[config.mk]
export PLATFORM = sky130hd
export DESIGN_NAME = edfpn_ram
export DESIGN_NICKNAME = d
export VERILOG_FILES = /design/src/rtl/edfpn_ram.sv
export SDC_FILE = /design/constraint.sdc
export NUM_CORES = 1
export LEC_CHECK = 0
export CAP_MARGIN = 20
export CORE_MARGIN = 8
export CORE_UTILIZATION = 25
export DETAILED_ROUTE_END_ITERATION = 6
export DONT_BUFFER_PORTS = 1
export SYNTH_ARGS = -nofsm -noshare
export SYNTH_HDL_FRONTEND = slang
export SYNTH_SLANG_ARGS = --single-unit
[constraint.sdc]
create_clock -name clock -period 2.9 [get_ports clock]
set_input_delay 0.435 -clock clock [delete_from_list [all_inputs] [get_ports clock]]
set_output_delay 0.435 -clock clock [all_outputs]
set_load 0.01 [all_outputs]
[src/rtl/edfpn_ram.sv]
// ----------------------------------------------------------------------------
// Generic RAM
// One write port, one read port, read data registered.
// ----------------------------------------------------------------------------
module edfpn_ram #(
   parameter  int unsigned WIDTH = 16,
   parameter  int unsigned DEPTH = 64,
   localparam int unsigned AW    = (DEPTH > 1) ? $clog2(DEPTH) : 1
) (
   input  logic             clock,
   input  logic             wr_en,
   input  logic [AW-1:0]    wr_addr,
   input  logic [WIDTH-1:0] wr_data,
   input  logic [AW-1:0]    rd_addr,
   output logic [WIDTH-1:0] rd_data
);

   logic [WIDTH-1:0] mem [DEPTH];

   always_ff @(posedge clock) begin
      if (wr_en) begin
         mem[wr_addr] <= wr_data;
      end
      rd_data <= mem[rd_addr];
   end

endmodule

==> run_summary.xml <==
<?xml version="1.0" encoding="UTF-8"?>
<metrics>
  <group name="floorplanning">
    <metric name="dieHeight" unit="um">416.2</metric>
    <metric name="core" unit="um2">159800</metric>
    <metric name="floorplan.rows" unit="">147</metric>
    <metric name="floorplan.die_area" unit="um2">173200</metric>
    <metric name="starting_utilization_of_the_core_area" unit="%">25.05</metric>
    <metric name="dieWidth" unit="um">416.2</metric>
    <metric name="io_count" unit="">46</metric>
  </group>
  <group name="clocking">
    <metric name="post_cts_resize_count" unit="">0</metric>
    <metric name="max-clock-path-buffers" unit="">3</metric>
    <metric name="cts_sinks" unit="">1040</metric>
    <metric name="hold_buffers" unit="">16</metric>
    <metric name="post_cts.repair.setup_buffers" unit="">0</metric>
    <metric name="cts_tree" unit="">yes</metric>
    <metric name="worstSkewPairLatency" unit="ps">670</metric>
    <metric name="htree_levels" unit="">3</metric>
    <metric name="cts.reportedPaths.clkPinSlew" unit="ps">60</metric>
    <metric name="cts_root_buffer" unit="">clkbuf_16</metric>
    <metric name="cts-buffers-inserted" unit="">104</metric>
  </group>
  <group name="worst_setup_path">
    <metric name="r2r_slack" unit="ps">720</metric>
    <metric name="critical_path_buf_inv_count" unit="">0</metric>
    <metric name="worst_reg2reg_startpoint" unit="">mem[61][11]</metric>
    <metric name="start_kind" unit="">input pin</metric>
    <metric name="timing.rr.end" unit="">rd_data[11]</metric>
    <metric name="worstSetupPathType" unit="">in2reg</metric>
    <metric name="path_delay_family" unit="">multiplexers</metric>
    <metric name="cp_data_required_time" unit="ps">3450</metric>
    <metric name="cp_max_stage_delay" unit="ps">830</metric>
    <metric name="critical_path.startpoint" unit="">rd_addr[0]</metric>
    <metric name="crit_path_end_kind" unit="">register</metric>
    <metric name="slowest_stage_cell_on_the_critical_path" unit="">mux4_2</metric>
    <metric name="worstRegToRegCells" unit="">5</metric>
    <metric name="worstPathMaxFanout" unit="">260</metric>
    <metric name="worst_ep_arrival_time" unit="ps">2940</metric>
    <metric name="critical_path.cell_chain" unit="">mux4_2, a22oi_1, nand3_1, and4_1</metric>
  </group>
  <group name="hold_path">
    <metric name="worst_hold_startpoint" unit="">rd_addr[5]</metric>
    <metric name="worst_hold_path_type" unit="">in2reg</metric>
    <metric name="min_delay_path_depth" unit="">2</metric>
    <metric name="min_to" unit="">rd_data[15]</metric>
  </group>
  <group name="sta">
    <metric name="slew_headroom" unit="%">28.11</metric>
    <metric name="setup_tns" unit="ps">0</metric>
    <metric name="finalHoldViolations" unit="">0</metric>
    <metric name="setup_viol" unit="">0</metric>
    <metric name="final.min_clock_period" unit="ps">2382</metric>
    <metric name="tightestPinTransition" unit="ps">1078</metric>
    <metric name="period_utilization" unit="%">82.15</metric>
    <metric name="achievable-frequency" unit="GHz">0.4197</metric>
    <metric name="slew_violations" unit="">0</metric>
    <metric name="rsz0062_at_grt" unit="">no</metric>
    <metric name="fin_worst_skew" unit="ps">31.46</metric>
  </group>
  <group name="drt">
    <metric name="viasPerCell" unit="">4.563</metric>
    <metric name="via_count" unit="">18830</metric>
    <metric name="route.detailed.drc" unit="">0</metric>
    <metric name="antenna_violating_nets_post_route" unit="">0</metric>
    <metric name="drt_first_pass_iters" unit="">5</metric>
    <metric name="detail_route.iter0.violations" unit="">2015</metric>
    <metric name="route.detailed.wl_per_inst" unit="um">23.75</metric>
    <metric name="totalWireLength" unit="um">98030</metric>
  </group>
  <group name="synthesis">
    <metric name="mappedNetlistNets" unit="">1859</metric>
    <metric name="yosys-top-cells-area" unit="">edfxtp_1 77%, mux4_2 12%, mux2i_1 2.1%</metric>
    <metric name="yosys_warns" unit="">0</metric>
    <metric name="synth_edf_count" unit="">1024</metric>
    <metric name="synthesis.area_per_instance" unit="um2">21.89</metric>
    <metric name="syn-cell-area" unit="um2">40040</metric>
    <metric name="synth.distinct_cells" unit="">43</metric>
    <metric name="synth_flop_cell" unit="">edfxtp_1</metric>
    <metric name="yosys.area.top_type_share" unit="%">76.79</metric>
    <metric name="yosysMostFrequentCell" unit="">edfxtp_1</metric>
    <metric name="postSynthRegisterBits" unit="">1040</metric>
    <metric name="yosysSeqAreaShare" unit="%">77.59</metric>
    <metric name="synth.largest_area_cell" unit="">edfxtp_1</metric>
    <metric name="synth_cells" unit="">1829</metric>
    <metric name="asyncSetResetFlopFracSynth" unit="%">0</metric>
    <metric name="yosys-top-cells-count" unit="">1,024 x edfxtp_1, 220 x mux4_2, 85 x mux2i_1</metric>
  </group>
  <group name="grt">
    <metric name="grt_start_max_net_pins" unit="">261</metric>
    <metric name="first_global_vias" unit="">18880</metric>
    <metric name="antenna_found_initial" unit="">4</metric>
    <metric name="gr-total-overflow" unit="">0</metric>
    <metric name="grt_use_total" unit="%">10.95</metric>
    <metric name="grt_first_pass_wirelength" unit="um">140700</metric>
  </group>
  <group name="run_status">
    <metric name="status" unit="">completed</metric>
  </group>
  <group name="layout">
    <metric name="layout-drive-gt1-share" unit="%">26.53</metric>
    <metric name="num-nets-final" unit="">1981</metric>
    <metric name="flow.area_growth_from_synthesis" unit="%">16.41</metric>
    <metric name="final_util" unit="%">29.16</metric>
  </group>
  <group name="placement">
    <metric name="detailed_place_hpwl" unit="um">55140</metric>
    <metric name="port-buffer-count" unit="">0</metric>
    <metric name="globalplace.congestion" unit="">0.7736</metric>
  </group>
  <group name="run">
    <metric name="max-cap-violations" unit="">0</metric>
  </group>
  <group name="power">
    <metric name="leak" unit="uW">0.01435</metric>
    <metric name="power_density" unit="nW/um2">671.1</metric>
    <metric name="vdd.ir_drop.worst" unit="mV">0.4945</metric>
  </group>
</metrics>
==> report_power, final <==
part	switching, uW	leakage, uW	internal (uW)
Sequential	108	0.00935	16600
Clock	5640	0.00166	7680
Combinational	659	0.00334	560
==> worst reg2reg max path, stage by stage, from the launching register on <==
cell and delay [ps]:
edfxtp_1 360, mux4_2 470, mux2_2 290, a221oi_1 640
buf_4 220, a311oi_1 40
==> layout make-up <==
cell class / instances / area (um2)
tap: 2086 / 2610
clock inverter: 64 / 659.4
sequential: 1040 / 31070
timing repair buffer: 120 / 1234
clock buffer: 130 / 2760
antenna: 2 / 5.005
fill: 15320 / 113200
multi-input combinational: 685 / 8277
==> per-stage QoR <==
| stage | instances | setup WS [ps] | hold slack (ps) | cell area (um2) | power (uW) |
|---|---|---|---|---|---|
| 6_report | 4127 | 517.6 | 141.6 | 46610 | 31280 |
| 5_1_grt | 4125 | 675.0 | 90.35 | 46610 | 32130 |
| 4_1_cts | 4125 | 700.3 | 64.68 | 46610 | 31550 |
| 3_5_place_dp | 3915 | 343.5 | 556.9 | 42750 | 17960 |
| 3_3_place_gp | 3915 | 339.7 | 556.9 | 42750 | 17960 |
| 2_1_floorplan | 1829 | 430.2 | 533.9 | 40040 | 17860 |
==> state kept, by name (all words and copies together) (netlist names) <==
register  flops
rd_data      16
mem        1024
==> worst max path at each step <==
stage,slack [ps],depth (start not counted),to
after detailed placement,340,5,rd_data[11]
after global routing,680,5,rd_data[11]
after floorplan,430,4,mem[48][0]
final,520,4,rd_data[5]
after global placement,340,5,rd_data[11]
after CTS,700,5,rd_data[11]
==> layout by cell type, fill, tap and decap left out, types with 4 or more instances in the layout <==
| cell type | netlist | routed |
|---|---|---|
| edfxtp_1 | 1024 | 1024 |
| mux4_2 | 220 | 220 |
| clkbuf_16 | 0 | 104 |
| buf_4 | 13 | 103 |
| mux2i_1 | 85 | 85 |
| nor2_1 | 72 | 61 |
| nand2_1 | 59 | 59 |
| a22oi_1 | 39 | 39 |
| nor2b_1 | 30 | 30 |
| mux2_2 | 27 | 27 |
| nand3_1 | 24 | 24 |
| clkinv_1 | 0 | 20 |
| clkinv_2 | 0 | 20 |
| clkbuf_1 | 24 | 20 |
| a21oi_1 | 17 | 17 |
| a221oi_1 | 16 | 16 |
| buf_16 | 0 | 16 |
| dfxtp_1 | 16 | 16 |
| nor2_2 | 2 | 13 |
| nand4_1 | 12 | 12 |
| bufinv_16 | 0 | 10 |
| a211o_1 | 8 | 8 |
| a31oi_1 | 8 | 8 |
| a211oi_1 | 8 | 8 |
| a311oi_1 | 8 | 8 |
| a22o_1 | 6 | 6 |
| a221o_1 | 6 | 6 |
| clkinvlp_4 | 0 | 6 |
| clkbuf_8 | 0 | 6 |
| a41oi_1 | 5 | 5 |
| o21ai_0 | 5 | 5 |
| and4_1 | 5 | 5 |
| mux4_1 | 4 | 4 |
==> cell families after synthesis <==
group	synth area share, %
buffers and inverters	1.831
AND/OR/NAND/NOR	2.647
AO/OA/AOI/OAI	2.409
flip-flops	77.59
multiplexers	15.52
==> per-layer routing <==
| layer | vias to the layer above | part of all wire, % | track usage [%] | wire length [um] |
|---|---|---|---|---|
| li1 | 7937 | - | - | - |
| met1 | 10130 | 43 | 15.11 | 42230 |
| met5 | - | 0.013 | 0 | 13 |
| met2 | 632 | 48 | 17.78 | 46920 |
| met3 | 128 | 6.2 | 1.926 | 6029 |
| met4 | 2 | 2.9 | 3.080 | 2828 |
(Power assumes the default switching activity.)
