## src/rtl/edfpn_pkg.sv

```systemverilog
// ----------------------------------------------------------------------------
// Decay FIR / peak normaliser package
// Shared widths, codes, state encoding and the divider status bundle.
// ----------------------------------------------------------------------------
package edfpn_pkg;

   // Sizes
   localparam int unsigned TAPS        = 64;
   localparam int unsigned MAX_SAMPLES = 4096;

   // Field widths
   localparam int unsigned SAMPLE_W = 16;
   localparam int unsigned RATIO_W  = 16;
   localparam int unsigned OP_W     = 2;

   // Derived widths
   localparam int unsigned TAP_W    = RATIO_W + 1;                 // Q1.16 coefficient
   localparam int unsigned TAP_AW   = (TAPS > 1) ? $clog2(TAPS) : 1;
   localparam int unsigned STORE_AW = (MAX_SAMPLES > 1) ? $clog2(MAX_SAMPLES) : 1;
   localparam int unsigned CNT_W    = $clog2(MAX_SAMPLES + 1);
   localparam int unsigned MAC_W    = TAP_W + SAMPLE_W + 1;        // signed tap product
   localparam int unsigned ACC_W    = SAMPLE_W + RATIO_W + TAP_AW + 1;
   localparam int unsigned PEAK_W   = SAMPLE_W - 1;                // clamped input peak
   localparam int unsigned PROD_W   = ACC_W + PEAK_W;              // |sum| * input peak
   localparam int unsigned MUL_LO_W = (ACC_W + 1) / 2;
   localparam int unsigned MUL_HI_W = ACC_W - MUL_LO_W;
   localparam int unsigned QUO_W    = 16;
   localparam int unsigned QCNT_W   = $clog2(QUO_W + 1);

   // Constants
   localparam logic [RATIO_W-1:0] RATIO_RESET = RATIO_W'(58982);
   localparam logic [TAP_W-1:0]   TAP_ONE     = TAP_W'(1) << RATIO_W;
   localparam logic [PEAK_W-1:0]  PEAK_LIMIT  = '1;

   // Operation codes
   localparam logic [OP_W-1:0] OP_LOAD  = 2'd0;
   localparam logic [OP_W-1:0] OP_FETCH = 2'd1;
   localparam logic [OP_W-1:0] OP_CLEAR = 2'd2;

   typedef enum logic [3:0] {
      ST_IDLE,
      ST_LD_MAC,
      ST_LD_DRAIN,
      ST_FE_MAG,
      ST_FE_MUL_LO,
      ST_FE_MUL_HI,
      ST_FE_DIV_GO,
      ST_FE_DIV,
      ST_FE_EMIT
   } state_type;

   typedef struct packed {
      logic             done;
      logic [QUO_W-1:0] quotient;
   } div_status_type;

endpackage

```

## src/rtl/edfpn_div.sv

```systemverilog
// ----------------------------------------------------------------------------
// Restoring divider
// Unsigned, one quotient bit per cycle; saturates when the quotient overflows.
// ----------------------------------------------------------------------------
module edfpn_div (
   input  logic                                    clock,
   input  logic                                    reset,
   input  logic                                    start,
   input  logic [edfpn_pkg::PROD_W-1:0]            dividend,
   input  logic [edfpn_pkg::ACC_W-1:0]             divisor,
   output edfpn_pkg::div_status_type               status
);

   localparam int unsigned DW = edfpn_pkg::ACC_W;
   localparam int unsigned QW = edfpn_pkg::QUO_W;
   localparam int unsigned HW = edfpn_pkg::PROD_W - edfpn_pkg::QUO_W;

   logic                          busy_ff;
   logic                          done_ff;
   logic [edfpn_pkg::QCNT_W-1:0]  cnt_ff;
   logic [DW-1:0]                 rem_ff;
   logic [QW-1:0]                 lo_ff;
   logic [QW-1:0]                 quo_ff;

   logic          ovf;
   logic [DW:0]   trial;
   logic [DW:0]   diff;
   logic          take;

   // upper dividend bits already at or above divisor: quotient won't fit
   assign ovf   = {1'b0, dividend[edfpn_pkg::PROD_W-1:QW]} >= (HW+1)'(divisor);
   assign trial = {rem_ff, lo_ff[QW-1]};
   assign diff  = trial - {1'b0, divisor};
   assign take  = trial >= {1'b0, divisor};

   always_ff @(posedge clock) begin
      if (reset) begin
         busy_ff <= 1'b0;
         done_ff <= 1'b0;
         cnt_ff  <= '0;
      end else begin
         done_ff <= 1'b0;
         if (start) begin
            if (ovf) begin
               busy_ff <= 1'b0;
               done_ff <= 1'b1;
            end else begin
               busy_ff <= 1'b1;
               cnt_ff  <= edfpn_pkg::QCNT_W'(QW);
            end
         end else if (busy_ff) begin
            cnt_ff <= cnt_ff - edfpn_pkg::QCNT_W'(1);
            if (cnt_ff == edfpn_pkg::QCNT_W'(1)) begin
               busy_ff <= 1'b0;
               done_ff <= 1'b1;
            end
         end
      end
   end

   always_ff @(posedge clock) begin
      if (start) begin
         rem_ff <= DW'(dividend[edfpn_pkg::PROD_W-1:QW]);
         lo_ff  <= dividend[QW-1:0];
         quo_ff <= ovf ? '1 : '0;
      end else if (busy_ff) begin
         if (take) begin
            rem_ff <= diff[DW-1:0];
         end else begin
            rem_ff <= trial[DW-1:0];
         end
         lo_ff  <= {lo_ff[QW-2:0], 1'b0};
         quo_ff <= {quo_ff[QW-2:0], take};
      end
   end

   assign status.done     = done_ff;
   assign status.quotient = quo_ff;

endmodule

```

## config.mk

```make
export PLATFORM = sky130hd
export DESIGN_NAME = edfpn_div
export DESIGN_NICKNAME = d
export VERILOG_FILES = /design/src/rtl/edfpn_pkg.sv /design/src/rtl/edfpn_div.sv
export SDC_FILE = /design/constraint.sdc
export NUM_CORES = 1
export LEC_CHECK = 0
export CAP_MARGIN = 30
export CORE_MARGIN = 3
export CORE_UTILIZATION = 55
export CTS_BUF_LIST = sky130_fd_sc_hd__clkbuf_4
export CTS_CLUSTER_SIZE = 20
export DETAILED_ROUTE_END_ITERATION = 12
export DONT_BUFFER_PORTS = 1
export GPL_TIMING_DRIVEN = 0
export PLACE_DENSITY = 0.75
export SKIP_LAST_GASP = 1
export SYNTH_ARGS = -nofsm -noshare
export SYNTH_HDL_FRONTEND = slang
export SYNTH_SLANG_ARGS = --single-unit
export TNS_END_PERCENT = 1
```

## constraint.sdc

```tcl
create_clock -name clock -period 2.7 [get_ports clock]
set_clock_uncertainty 0.2 [all_clocks]
set_input_delay 0.405 -clock clock [delete_from_list [all_inputs] [get_ports clock]]
set_output_delay 0.405 -clock clock [all_outputs]
set_load 0.02 [all_outputs]
```

==> impl_metrics.py, run 1 <==
metrics = {
    "critical_path": {
        "crit_family": "simple AND/OR/NAND/NOR gates",
        "cp.arrival_ns": 3.27,
        "end_kind": "flip-flop",
        "worst-path-buf-inv": 2,
        "start_kind": "flip-flop",
        "crit_path_start": "rem_ff[21]",
        "crit_required_ns": 2.74,
        "crit_slowest_cell": "or4_1",
        "reg2reg_depth": 9,
        "cpPeakStageDelay_ns": 0.60,
        "crit_chain": "ha_4, nand4_1, or4_1, o311a_1, a21oi_2, inv_1, buf_4, a21oi_1, a2bb2oi_1",
        "ff2ff_setup_slack_ns": -0.53,
        "cp_max_fo": 10,
        "crit_type": "reg2reg",
        "r2r_start": "rem_ff[21]",
        "r2r-end": "rem_ff[33]",
    },
    "detailed_routing": {
        "wl_um": 19580,
        "ant_nets": 0,
        "vias": 6154,
        "drc_errors": 0,
        "firstDrtPassIters": 5,
        "drt_iter0_drc": 501,
        "routed_via_density": 6.325,
        "post_drt_wl_per_cell_um": 20.12,
    },
    "global_routing": {
        "use_met3_pct": 4.870,
        "gr-usage-met1_pct": 38.20,
        "grt_use_total_pct": 29.11,
        "antenna_found_initial": 0,
        "grt_max_degree": 72,
        "grt_pass1_wl_um": 30740,
        "globalRouteMet2Util_pct": 48.74,
        "top_usage_layer": "met2",
        "grt_pass1_vias": 6155,
        "grt_remaining_overflow": 0,
    },
    "timing": {
        "post-route-min-period_ns": 3.229,
        "maxSlewViolCount": 0,
        "setup-tns-final_ns": -18.70,
        "setup_viol": 55,
        "maxSlewHeadroom_pct": 37.96,
        "setup_slack_ns": -0.5288,
        "hold_ws_ns": 0.01648,
        "hold_viol": 0,
        "tightest_slew_ns": 0.9306,
        "rsz0062_at_grt": "yes",
        "fmax_ghz": 0.3097,
        "post-route-period-util_pct": 119.6,
    },
    "run_status": {
        "status": "finished with violations",
        "violations": "negative setup slack",
    },
    "clock_network": {
        "clock_latency_ns": 0.48,
        "cts_made_buffers": 9,
        "clkTransAtPathRegs_ns": 0.15,
        "htreeDepth": 3,
        "cts_max_path_buffers": 2,
        "clock_sinks": 78,
        "cts_tree": "yes",
        "root_buffer": "clkbuf_4",
    },
    "place": {
        "post-dp-hpwl_um": 14130,
        "preCtsSetupSlack_ns": -0.8135,
        "dp.cells": 904,
        "gp_congestion": 0.9131,
        "io_buffer_count": 0,
    },
    "die": {
        "ios": 113,
        "die_width_um": 116.6,
        "dieArea_um2": 13600,
        "die_h_um": 116.6,
        "start_util_pct": 57.47,
        "core_um2": 11710,
        "row_count": 39,
    },
    "min_path": {
        "min_from": "dividend[47]",
        "min_path_type": "in2reg",
        "worstHoldEndpoint": "rem_ff[31]",
        "hold_depth": 2,
    },
    "pwr": {
        "clkPwrFrac_pct": 13.2,
        "seq_power_share_pct": 33.8,
        "power_switching_w": 0.002242,
        "combPwrFrac_pct": 53.0,
        "power.leakage_nw": 3.269,
        "power_density_nw_per_um2": 674.2,
        "sw_frac_of_total_pct": 43.05,
        "p_int_w": 0.002966,
        "vdd_ir_drop_max_mv": 0.5247,
    },
    "finish": {
        "n_antenna_cell": 0,
        "layout-drive-gt1-share_pct": 9.398,
        "nNetsFinal": 1001,
        "layout.cells.non_filler": 973,
        "syn2layout_area_growth_pct": 14.76,
    },
    "yosys": {
        "syn-num-nets": 937,
        "synth_area_leaders": "edfxtp_1, ha_1, a21oi_1",
        "synth-edff-count": 70,
        "synthCells": 761,
        "synth_area_per_cell_um2": 8.844,
        "ys_types": 66,
        "yosysWarnings": 0,
        "synth_top_area_share_pct": 31.23,
        "ys_seq_area_share_pct": 33.61,
        "ys_ff_latch": 78,
        "yosys.area.top_type": "edfxtp_1",
        "async_flop_share_pct": 0,
        "syn-cell-area_um2": 6730,
        "synth_ff_type": "edfxtp_1",
    },
    "job": {
        "maxCapViolCount": 0,
    },
}
metrics by stage:
step                      instance area [um2]  total power, W  utilization [%]
after CTS                                7689        0.005110            65.65
final                                    7724        0.005208            65.95
after global routing                     7724        0.005526            65.95
after global placement                   6960        0.004210            59.43
after detailed placement                 6963        0.004283            59.46
after floorplan                          6782        0.003690                -
power groups by stage:
stage / registers (W) / clock network (W) / logic [W]
CTS: 0.00176 / 0.000687 / 0.00267
detailed placement: 0.00178 / 0 / 0.00250
global route: 0.00178 / 0.000725 / 0.00302
finish: 0.00176 / 0.000689 / 0.00276
floorplan: 0.00174 / 0 / 0.00195
global placement: 0.00177 / 0 / 0.00244
registers in the layout (all words and copies together) (netlist names):
name / cells
cnt_ff: 5
quo_ff: 16
lo_ff: 16
busy_ff: 1
done_ff: 1
rem_ff: 39
worst max path at each step:
stage,depth (start not counted),slack [ns],to
floorplan,11,-0.22,rem_ff[18]
global placement,4,-0.98,cnt_ff[0]
detailed placement,12,-0.81,rem_ff[31]
CTS,9,-0.49,rem_ff[24]
global route,9,-0.60,rem_ff[24]
finish,9,-0.53,rem_ff[33]
synthesized netlist by cell type, types with 5 or more instances:
cell type	number
ha_1	79
inv_1	77
nand2_1	77
a21oi_1	76
edfxtp_1	70
o21ai_0	63
nor2_1	30
a21o_1	26
xnor2_1	20
o21ai_1	18
clkbuf_1	16
mux2_2	16
nand3_1	16
nand4_1	15
xor2_1	15
mux2i_1	14
nor3_1	10
a2bb2oi_1	8
buf_2	8
dfxtp_1	8
o21bai_1	8
nand2b_1	7
nor3b_1	7
a211oi_1	6
a31oi_1	6
o211ai_1	6
nor4_1	5
kinds of logic (layout without fill, tap and decap cells):
logic type	Yosys count	count (layout)	share of synthesized area (%)
AOI/OAI and AO/OA	245	245	22.07
and+or+nand+nor	184	184	12.96
buffers and inverters	109	178	7.064
DFF	78	78	33.61
muxes	30	30	4.759
xor gates and xnor gates	35	35	4.555
adders and majority gates	80	80	14.98
cell usage in the layout, fill, tap and decap left out, types with 14 or more instances in the layout:
master,n
a21o_1,26
nor2_1,30
xor2_1,15
dlygate4sd3_1,52
nand4_1,15
mux2i_1,14
inv_1,76
nand3_1,15
o21ai_1,19
mux2_2,16
o21ai_0,60
xnor2_1,20
nand2_1,76
edfxtp_1,70
ha_1,73
a21oi_1,70
layer usage:
layer | share of wire (%) | vias up | wire, um
met5 | 0 | - | 0
met4 | 2.5 | 0 | 481
met3 | 7.1 | 42 | 1392
met2 | 48 | 297 | 9315
met1 | 43 | 2916 | 8390
li1 | - | 2899 | -
area by class of cell:
class,count,area (um2)
Inverter,77,291.5
Multi-Input combinational cell,574,4129
Tap cell,143,178.9
Buffer,29,191.4
Timing Repair Buffer,56,550.5
Clock inverter,6,45.04
Clock buffer,10,75.07
Fill cell,940,3988
Sequential cell,78,2262
timing repair:
action,4_1_cts,5_1_grt
endpoints found under the hold margin,58,0
hold buffers,52,0
setup endpoints to repair,55,58
resized for setup,15,10
setup buffers,4,0
pin swaps,4,3
Note: power is estimated with default switching activity, not from simulation.
==> inputs of run 2 (changes only) <==
--- a/config.mk
+++ b/config.mk
@@ -14,6 +14,7 @@
 export DONT_BUFFER_PORTS = 1
 export GPL_TIMING_DRIVEN = 0
 export PLACE_DENSITY = 0.75
+export RECOVER_POWER = 25
 export SKIP_LAST_GASP = 1
 export SYNTH_ARGS = -nofsm -noshare
 export SYNTH_HDL_FRONTEND = slang
==> impl_metrics.py, run 2 (synthesized netlist as in run 1, its figures left out) <==
metrics = {
    "place": {
        "post-dp-hpwl_um": 14130,
        "dp.cells": 904,
        "gp_congestion": 0.9131,
        "io_buffer_count": 0,
        "preCtsSetupSlack_ns": -0.8135,
    },
    "min_path": {
        "worstHoldEndpoint": "rem_ff[31]",
        "min_from": "dividend[47]",
        "min_path_type": "in2reg",
        "hold_depth": 2,
    },
    "critical_path": {
        "end_kind": "flip-flop",
        "ff2ff_setup_slack_ns": -0.53,
        "r2r-end": "rem_ff[33]",
        "r2r_start": "rem_ff[21]",
        "cp_max_fo": 10,
        "cp.arrival_ns": 3.27,
        "crit_required_ns": 2.74,
        "reg2reg_depth": 9,
        "start_kind": "flip-flop",
        "crit_type": "reg2reg",
    },
    "finish": {
        "syn2layout_area_growth_pct": 14.71,
        "largest_registers": "rem_ff (39), lo_ff (16), quo_ff (16)",
        "regMostFlops": "rem_ff",
        "largest_reg_flops": 39,
        "mostFrequentLayoutCells": "inv_1, nand2_1, ha_1, a21oi_1, edfxtp_1",
        "layout-drive-gt1-share_pct": 9.277,
        "layout.cells.non_filler": 973,
        "nNetsFinal": 1001,
        "n_antenna_cell": 0,
    },
    "global_routing": {
        "antenna_found_initial": 0,
        "grt_pass1_wl_um": 30740,
        "grt_pass1_vias": 6155,
        "grt_remaining_overflow": 0,
        "grt_max_degree": 72,
        "grt_use_total_pct": 29.11,
    },
    "timing": {
        "hold_ws_ns": 0.01648,
        "fmax_ghz": 0.3097,
        "setup-tns-final_ns": -18.70,
        "setup_viol": 55,
        "post-route-min-period_ns": 3.229,
        "maxSlewViolCount": 0,
        "tightest_slew_ns": 0.9306,
        "hold_viol": 0,
        "setup_slack_ns": -0.5288,
        "maxSlewHeadroom_pct": 37.96,
        "rsz0062_at_grt": "yes",
        "post-route-period-util_pct": 119.6,
    },
    "die": {
        "die_h_um": 116.6,
        "row_count": 39,
        "die_width_um": 116.6,
        "ios": 113,
        "core_um2": 11710,
        "start_util_pct": 57.47,
        "dieArea_um2": 13600,
    },
    "pwr": {
        "vdd_ir_drop_max_mv": 0.5247,
        "total_power_w": 0.005207,
        "power_density_nw_per_um2": 674.5,
        "power.leakage_nw": 3.264,
    },
    "clock_network": {
        "cts_made_buffers": 9,
        "cts_tree": "yes",
        "clkTransAtPathRegs_ns": 0.15,
        "clock_latency_ns": 0.48,
        "htreeDepth": 3,
        "root_buffer": "clkbuf_4",
        "clock_sinks": 78,
        "cts_max_path_buffers": 2,
    },
    "detailed_routing": {
        "vias": 6154,
        "firstDrtPassIters": 5,
        "ant_nets": 0,
        "wl_um": 19580,
        "drt_iter0_drc": 501,
        "post_drt_wl_per_cell_um": 20.12,
        "drc_errors": 0,
        "routed_via_density": 6.325,
    },
    "run_status": {
        "status": "finished with violations",
        "violations": "negative setup slack",
    },
    "job": {
        "maxCapViolCount": 0,
    },
}
## run 2: cell count changes in the layout (fill, tap and decap cells not counted), sizes merged
| cell | before | now |
|---|---|---|
| buf | 19 | 18 |
| clkbuf | 24 | 25 |
## run 2: how the worst max path moves through the flow
stage,from,endpoint
finish,rem_ff[21],rem_ff[33]
global route,rem_ff[21],rem_ff[24]
CTS,rem_ff[21],rem_ff[24]
detailed placement,divisor[19],rem_ff[31]
global placement,start,cnt_ff[0]
floorplan,divisor[18],rem_ff[18]
## run 2: repair_timing
item,in CTS,in global routing
endpoints found under the hold margin,58,0
pin swaps,4,3
setup endpoints to repair,55,58
gates resized for setup,15,10
hold buffers,52,0
buffers inserted,4,0
## run 2: final cells by class
type                            instances  area (um2)
Clock inverter                          6       45.04
Inverter                               77       291.5
Buffer                                 29       187.7
Timing Repair Buffer                   56       550.5
Fill cell                             939        3991
Multi-Input combinational cell        574        4129
Sequential cell                        78        2262
Clock buffer                           10       75.07
Tap cell                              143       178.9
## run 2: report_power, final
| group | switching, W | internal, W | total, W |
|---|---|---|---|
| combinational | 0.00160 | 0.00116 | 0.00276 |
| sequential | 0.000163 | 0.00159 | 0.00176 |
| clock | 0.000482 | 0.000206 | 0.000689 |
| total | 0.00224 | 0.00297 | 0.00521 |
## run 2: routing by layer
layer,wire (um),part of all wire (%),GRT usage (%)
met3,1392,7.1,4.870
met4,481,2.5,10.24
met2,9314,48,48.74
met5,0,0,0
met1,8390,43,38.20
## run 2: critical path: stages (launching register included)
cell and delay [ns]:
edfxtp_1 0.46, ha_4 0.33, nand4_1 0.24, or4_1 0.60
o311a_1 0.32, a21oi_2 0.16, inv_1 0.14, buf_4 0.23
a21oi_1 0.19, a2bb2oi_1 0.12
## run 2: stage by stage
step	utilization (%)	area, um2
floorplan	-	6782
detailed placement	59.46	6963
global placement	59.43	6960
CTS	65.65	7689
finish	65.92	7720
global route	65.92	7720
